$ cat config.mk
export PLATFORM = sky130hd
export DESIGN_NAME = ctme_exec
export DESIGN_NICKNAME = d
export VERILOG_FILES = /design/src/sv/ctme_pkg.sv /design/src/sv/ctme_exec.sv
export SDC_FILE = /design/constraint.sdc
export NUM_CORES = 1
export LEC_CHECK = 0
export ABC_AREA = 1
export BUFFER_PORTS_ARGS = -buffer_cell sky130_fd_sc_hd__buf_2
export CORE_ASPECT_RATIO = 0.8
export CORE_MARGIN = 3
export CORE_UTILIZATION = 35
export DETAILED_ROUTE_END_ITERATION = 10
export SYNTH_ARGS = -nofsm -noshare
export SYNTH_HDL_FRONTEND = slang
export SYNTH_SLANG_ARGS = --single-unit
$ cat constraint.sdc
create_clock -name vclk -period 6
set_input_delay 0.9 -clock vclk [all_inputs]
set_output_delay 0.9 -clock vclk [all_outputs]
set_load 0.05 [all_outputs]
$ cat src/sv/ctme_pkg.sv
// ----------------------------------------------------------------------------
// ctme_pkg
// shared constants, codes and types of the cow tape machine execution unit
// ----------------------------------------------------------------------------
package ctme_pkg;

   localparam int TAPE_DEPTH  = 16384;
   localparam int HEAD_W      = (TAPE_DEPTH > 1) ? $clog2(TAPE_DEPTH) : 1;
   localparam int CELL_W      = 32;
   localparam int OP_W        = 4;
   localparam int REQ_TDATA_W = 40;
   localparam int RSP_TDATA_W = 40;

   typedef enum logic [OP_W-1:0] {
      OP_LOOP_CLOSE = 4'd0,
      OP_HEAD_LEFT  = 4'd1,
      OP_HEAD_RIGHT = 4'd2,
      OP_INDIRECT   = 4'd3,
      OP_CHAR_IO    = 4'd4,
      OP_DEC        = 4'd5,
      OP_INC        = 4'd6,
      OP_LOOP_OPEN  = 4'd7,
      OP_ZERO       = 4'd8,
      OP_HOLD       = 4'd9,
      OP_INT_OUT    = 4'd10,
      OP_INT_IN     = 4'd11
   } op_type;

   typedef enum logic [1:0] {
      KIND_NONE = 2'd0,
      KIND_CHAR = 2'd1,
      KIND_INT  = 2'd2
   } kind_type;

   typedef enum logic [1:0] {
      FAULT_NONE      = 2'd0,
      FAULT_SELF_EXEC = 2'd1,
      FAULT_TAPE_END  = 2'd2
   } fault_type;

   typedef enum logic [1:0] {
      ST_CLEAR = 2'd0,
      ST_RUN   = 2'd1,
      ST_FETCH = 2'd2
   } state_type;

   // outcome of one instruction against the cached cell
   typedef struct packed {
      logic [CELL_W-1:0] new_cell;
      logic              cell_we;
      logic [HEAD_W-1:0] head_next;
      logic              head_changed;
      logic [CELL_W-1:0] held_value_next;
      logic              held_full_next;
      kind_type          out_kind;
      logic [CELL_W-1:0] out_value;
      logic              took_input;
      fault_type         fault;
   } exec_type;

endpackage

$ cat src/sv/ctme_exec.sv
// ----------------------------------------------------------------------------
// ctme_exec
// instruction decode and execute against the cached current cell
// ----------------------------------------------------------------------------
module ctme_exec (
   input  logic [ctme_pkg::OP_W-1:0]   op,
   input  logic [ctme_pkg::CELL_W-1:0] in_value,
   input  logic                        in_present,
   input  logic [ctme_pkg::CELL_W-1:0] cur_cell,
   input  logic [ctme_pkg::HEAD_W-1:0] head,
   input  logic [ctme_pkg::CELL_W-1:0] held_value,
   input  logic                        held_full,
   output ctme_pkg::exec_type          res
);

   localparam logic [ctme_pkg::HEAD_W-1:0] HEAD_LAST =
      ctme_pkg::HEAD_W'(ctme_pkg::TAPE_DEPTH - 1);

   logic [ctme_pkg::OP_W-1:0] eff_op;
   ctme_pkg::fault_type       ind_fault;

   // indirection picks the opcode out of the cell
   always_comb begin
      eff_op    = op;
      ind_fault = ctme_pkg::FAULT_NONE;
      if (op == ctme_pkg::OP_INDIRECT) begin
         if (cur_cell == ctme_pkg::CELL_W'(ctme_pkg::OP_INDIRECT)) begin
            eff_op    = ctme_pkg::OP_LOOP_CLOSE;
            ind_fault = ctme_pkg::FAULT_SELF_EXEC;
         end else if (cur_cell > ctme_pkg::CELL_W'(ctme_pkg::OP_INT_IN)) begin
            eff_op = ctme_pkg::OP_LOOP_CLOSE;
         end else begin
            eff_op = cur_cell[ctme_pkg::OP_W-1:0];
         end
      end
   end

   always_comb begin
      res                 = '0;
      res.new_cell        = cur_cell;
      res.head_next       = head;
      res.held_value_next = held_value;
      res.held_full_next  = held_full;
      res.out_kind        = ctme_pkg::KIND_NONE;
      res.fault           = ind_fault;
      unique case (eff_op)
         ctme_pkg::OP_HEAD_LEFT: begin
            if (head != '0) begin
               res.head_next    = head - 1'b1;
               res.head_changed = 1'b1;
            end
         end
         ctme_pkg::OP_HEAD_RIGHT: begin
            if (head != HEAD_LAST) begin
               res.head_next    = head + 1'b1;
               res.head_changed = 1'b1;
            end else begin
               res.fault = ctme_pkg::FAULT_TAPE_END;
            end
         end
         ctme_pkg::OP_CHAR_IO: begin
            if (cur_cell == '0) begin
               res.took_input = 1'b1;
               res.cell_we    = 1'b1;
               res.new_cell   = in_present ? {24'd0, in_value[7:0]} : '0;
            end else begin
               res.out_kind  = ctme_pkg::KIND_CHAR;
               res.out_value = {24'd0, cur_cell[7:0]};
            end
         end
         ctme_pkg::OP_DEC: begin
            res.cell_we  = 1'b1;
            res.new_cell = cur_cell - 1'b1;
         end
         ctme_pkg::OP_INC: begin
            res.cell_we  = 1'b1;
            res.new_cell = cur_cell + 1'b1;
         end
         ctme_pkg::OP_ZERO: begin
            res.cell_we  = 1'b1;
            res.new_cell = '0;
         end
         ctme_pkg::OP_HOLD: begin
            if (!held_full) begin
               res.held_value_next = cur_cell;
               res.held_full_next  = 1'b1;
            end else begin
               res.cell_we        = 1'b1;
               res.new_cell       = held_value;
               res.held_full_next = 1'b0;
            end
         end
         ctme_pkg::OP_INT_OUT: begin
            res.out_kind  = ctme_pkg::KIND_INT;
            res.out_value = cur_cell;
         end
         ctme_pkg::OP_INT_IN: begin
            res.took_input = 1'b1;
            res.cell_we    = 1'b1;
            res.new_cell   = in_present ? in_value : '0;
         end
         default: begin
            // loop opcodes and unused codes leave everything alone
         end
      endcase
   end

endmodule

After elaboration in Yosys (flattened, before gate mapping). Cells that the tools add are included.

Logic and storage cells: 41. Input port bits: 116. Output and inout port bits: 118. Flip-flop bits (word level): 0.

Eq/ne operators: 12. Add/subtract/negate cells: 4. Multiplexer cells: 22. Magnitude comparators: 1. Reduce and logical (&&, ||, !) cells: 2.

Operators by type and width (number): 33-bit case mux with 6 select lines (1); 33-bit 2-to-1 mux (4); 34-bit case mux with 2 select lines (1); 32-bit 2-to-1 mux (2); 32-bit by 1-bit adder with 32-bit output (second input constant) (1); 32-bit by 2-bit equality test with 1-bit output (second input constant) (1); 32-bit by 4-bit > comparator with 1-bit output (second input constant) (1); 32-bit zero test (1); 32-bit by 1-bit subtractor with 32-bit output (second input constant) (1); 15-bit 2-to-1 mux (2); 15-bit case mux with 2 select lines (1); 4-bit equality test (second input constant) (4); 14-bit by 1-bit adder with 14-bit output (second input constant) (1); 14-bit inequality test (second input constant) (1); 14-bit nonzero test (1); 14-bit by 1-bit subtractor with 14-bit output (second input constant) (1); 4-bit by 3-bit equality test with 1-bit output (second input constant) (3); 4-bit 2-to-1 mux (3); 4-bit by 2-bit equality test with 1-bit output (second input constant) (2); 8-bit 2-to-1 mux (1); 4-bit by 1-bit equality test with 1-bit output (second input constant) (1); 1-bit 2-to-1 mux (4); 2-bit 2-to-1 mux (2); 1-bit case mux with 2 select lines (1).

Depth between registers and ports, before layout.
Word-level depth: 6. Depth in mapped cells: 25. Depth with buffers taken out: 25.

Worst setup path before layout. No wires, ideal clock.

Path kind: input -> output. Start point: input cur_cell[23] (netlist name). End point: output res[104] (netlist name). Setup slack: 0.714 ns. Arrival time: 4.386 ns. Stages on the path: 21. Data required time: 5.100 ns. Cell sequence: nor2_1 nand2_1 nor2_1 nand2_1 inv_1 nand3_1 nand2_1 nand2_1 nor2_4 nand3_2 fa_1 nand3_1 nand3_1 a21oi_1 o21ai_0 nand2_1 nand2_1 xnor2_1 nor2_1 nor2_1 o21ai_1.

RTL lines: start, declared (line ctme_exec.sv:9) `input logic [ctme_pkg::CELL_W-1:0] cur_cell,`; end, declared (line ctme_exec.sv:13) `output ctme_pkg::exec_type res`.

==> results.sh <==
export IMPL_outcome="finished clean"
export IMPL_worstHoldStart="held_value[23]"
export IMPL_ir_worst_vdd_mv=0.0580
export IMPL_synth_simple_area_share=0.524
export IMPL_cp_required_ns=5.10
export IMPL_layout_drive_gt1_share=0.217
export IMPL_grt_max_degree=66
export IMPL_power_density_nw_per_um2=109
export IMPL_hp_class="in2out"
export IMPL_io_pins=234
export IMPL_synthXorXnorAreaFrac=0.0553
export IMPL_max_freq_ghz=0.182
export IMPL_multi_input_area_um2=4460
export IMPL_slew_viol_final=0
export IMPL_yosysTopAreaCell="nand2_1"
export IMPL_dp_cells=1412
export IMPL_slowest_delay_ns=0.32
export IMPL_n_antenna_cell=0
export IMPL_wl_per_cell_um=16.3
export IMPL_io_buffer_count=234
export IMPL_slowest_stage="ha_1"
export IMPL_pwr_share_clk=0
export IMPL_die_w_um=141
export IMPL_synth_seq_area_share=0
export IMPL_met3_length_um=2300
export IMPL_cp_arrival_ns=4.58
export IMPL_leakage_nw=3.57
export IMPL_fin_crit_ns=5.48
export IMPL_sequentialPowerShare=0
export IMPL_drc=0
export IMPL_antenna_found_initial=0
export IMPL_wl_met1_um=10600
export IMPL_syn_inst=1021
export IMPL_synth_cell_type_count=40
export IMPL_grt_use_total=0.269
export IMPL_instances_no_fill=1412
export IMPL_synth_top_area_frac=0.233
export IMPL_intPower_w=0.000186
export IMPL_syn_num_nets=1178
export IMPL_critical_path_class="in2out"
export IMPL_num_vias=7506
export IMPL_drt_total_wl_um=23000
export IMPL_p_sw_w=0.000509
export IMPL_first_pass_iters=5
export IMPL_synthMuxAreaShare=0
export IMPL_synth_area_top_cells="nand2_1 23%, ha_1 9.9%, nor2_1 9.8%"
export IMPL_synth_compound_area_frac=0.199
export IMPL_coreArea_um2=13800
export IMPL_drv_cap=0
export IMPL_avgViaCountPerCell=5.32
export IMPL_die_area_um2=16000
export IMPL_crit_path_start_kind="input pin"
export IMPL_rsz0062_at_grt="no"
export IMPL_p_sw_frac=0.732
export IMPL_antenna_left=0
export IMPL_synth_most_common_cell="nand2_1"
export IMPL_power_frac_comb=1.000
export IMPL_ys_warnings_count=0
export IMPL_wl_met2_um=9710
export IMPL_hold_depth=4
export IMPL_seq_area_um2=0
export IMPL_crit_path_end_kind="output port"
export IMPL_synth_top_cells_by_count="314 x nand2_1, 132 x nor2_1, 119 x inv_1"
export IMPL_start_util=0.366
export IMPL_final_period_utilization=0.913
export IMPL_post_cts_buffers=0
export IMPL_nets=1391
export IMPL_grt_pass1_wl_um=35800
export IMPL_tightest_slew_ns=1.10
export IMPL_syn2layout_area_growth_pct=25.8
export IMPL_setup_tns_ns=0
export IMPL_avgSynthCellArea_um2=4.96
export IMPL_drt_first_iter_violations=691
export IMPL_highest_layer="met4"
export IMPL_syn_area_um2=5070
export IMPL_n_clock_buffer=0
export IMPL_cts_resized=0
export IMPL_grt_pass1_vias=6772
export IMPL_rows=38
export IMPL_path_common_cell="nand2_1"
export IMPL_num_fill_cells=1593
export IMPL_holdPathEnd="res[61]"
export IMPL_max_slew_margin_rel=0.264
export IMPL_setup_violations_final=0
export IMPL_cp_max_fo=35
export IMPL_dpl_hpwl_um=18700
export IMPL_seq_cells=0
export IMPL_die_h_um=114
export IMPL_place_gp_congestion=0.982
export IMPL_hold_viol_final=0
export IMPL_synthAdderAreaFrac=0.103
export IMPL_ctsHoldBuffers=0
export IMPL_overflow=0
export IMPL_synth_top_family_by_area="simple AND/OR/NAND/NOR gates"
## cell usage in the layout (no fill, tap or decap), drive strengths merged, types with 9 or more instances in the layout
master and n:
nor3 16, nand2 325, o21bai 9, ha 40, xnor2 11, buf 239
inv 124, nand4 22, xor2 21, o211ai 12, a21oi 49, nor2 138
nand3 101, o21ai 89
## power by group through the flow
stage               logic, W  clock network (W)  registers [W]
finish              0.000696                  0              0
detailed placement  0.000689                  0              0
floorplan           0.000493                  0              0
CTS                 0.000692                  0              0
global placement    0.000691                  0              0
global route        0.000755                  0              0
## area by class of cell
type / instances / share of cell area
Multi-Input combinational cell: 868 / 0.700
Tap cell: 180 / 0.0353
Timing Repair Buffer: 239 / 0.192
Inverter: 125 / 0.0736
## worst max path at each step
stage          slack [ns]        to         start  depth (start not counted)
6_report             0.52  res[104]  cur_cell[23]                         25
5_1_grt              0.21  res[108]  cur_cell[16]                         24
4_1_cts              0.54  res[104]  cur_cell[23]                         25
3_5_place_dp         0.57  res[104]  cur_cell[23]                         25
3_3_place_gp         0.60  res[109]  cur_cell[23]                         24
2_1_floorplan        0.71  res[104]  cur_cell[23]                         21
## layer usage
layer / vias to the layer above / GRT usage
met2: 395 / 0.430
li1: 3788 / -
met1: 3294 / 0.392
met5: - / 0
met3: 29 / 0.0339
met4: 0 / 0.0484
## worst max-delay path, delay by kind of cell
kind,cells,cell delay [ns]
AO/OA/AOI/OAI,3,0.49
XOR/XNOR,1,0.13
adder cells (fa/ha/maj),1,0.32
buffers and inverters,5,0.96
AND/OR/NAND/NOR,15,1.76
## kinds of logic after synthesis
logic type / after synthesis
AO/OA/AOI/OAI: 180
XOR/XNOR: 32
adder cells (fa/ha/maj): 41
buffers and inverters: 153
AND/OR/NAND/NOR: 615
## stage by stage
stage / utilization / cell area, um2 / total power [W] / worst slack, ns / hold slack (ns)
2_1_floorplan: - / 5070 / 0.000493 / 0.714 / 2.03
3_3_place_gp: 0.461 / 6370 / 0.000691 / 0.600 / 2.20
3_5_place_dp: 0.461 / 6370 / 0.000689 / 0.565 / 2.20
4_1_cts: 0.461 / 6370 / 0.000692 / 0.542 / 2.20
5_1_grt: 0.461 / 6370 / 0.000755 / 0.209 / 2.22
6_report: 0.461 / 6370 / 0.000696 / 0.520 / 2.20
(Power assumes the default switching activity.)
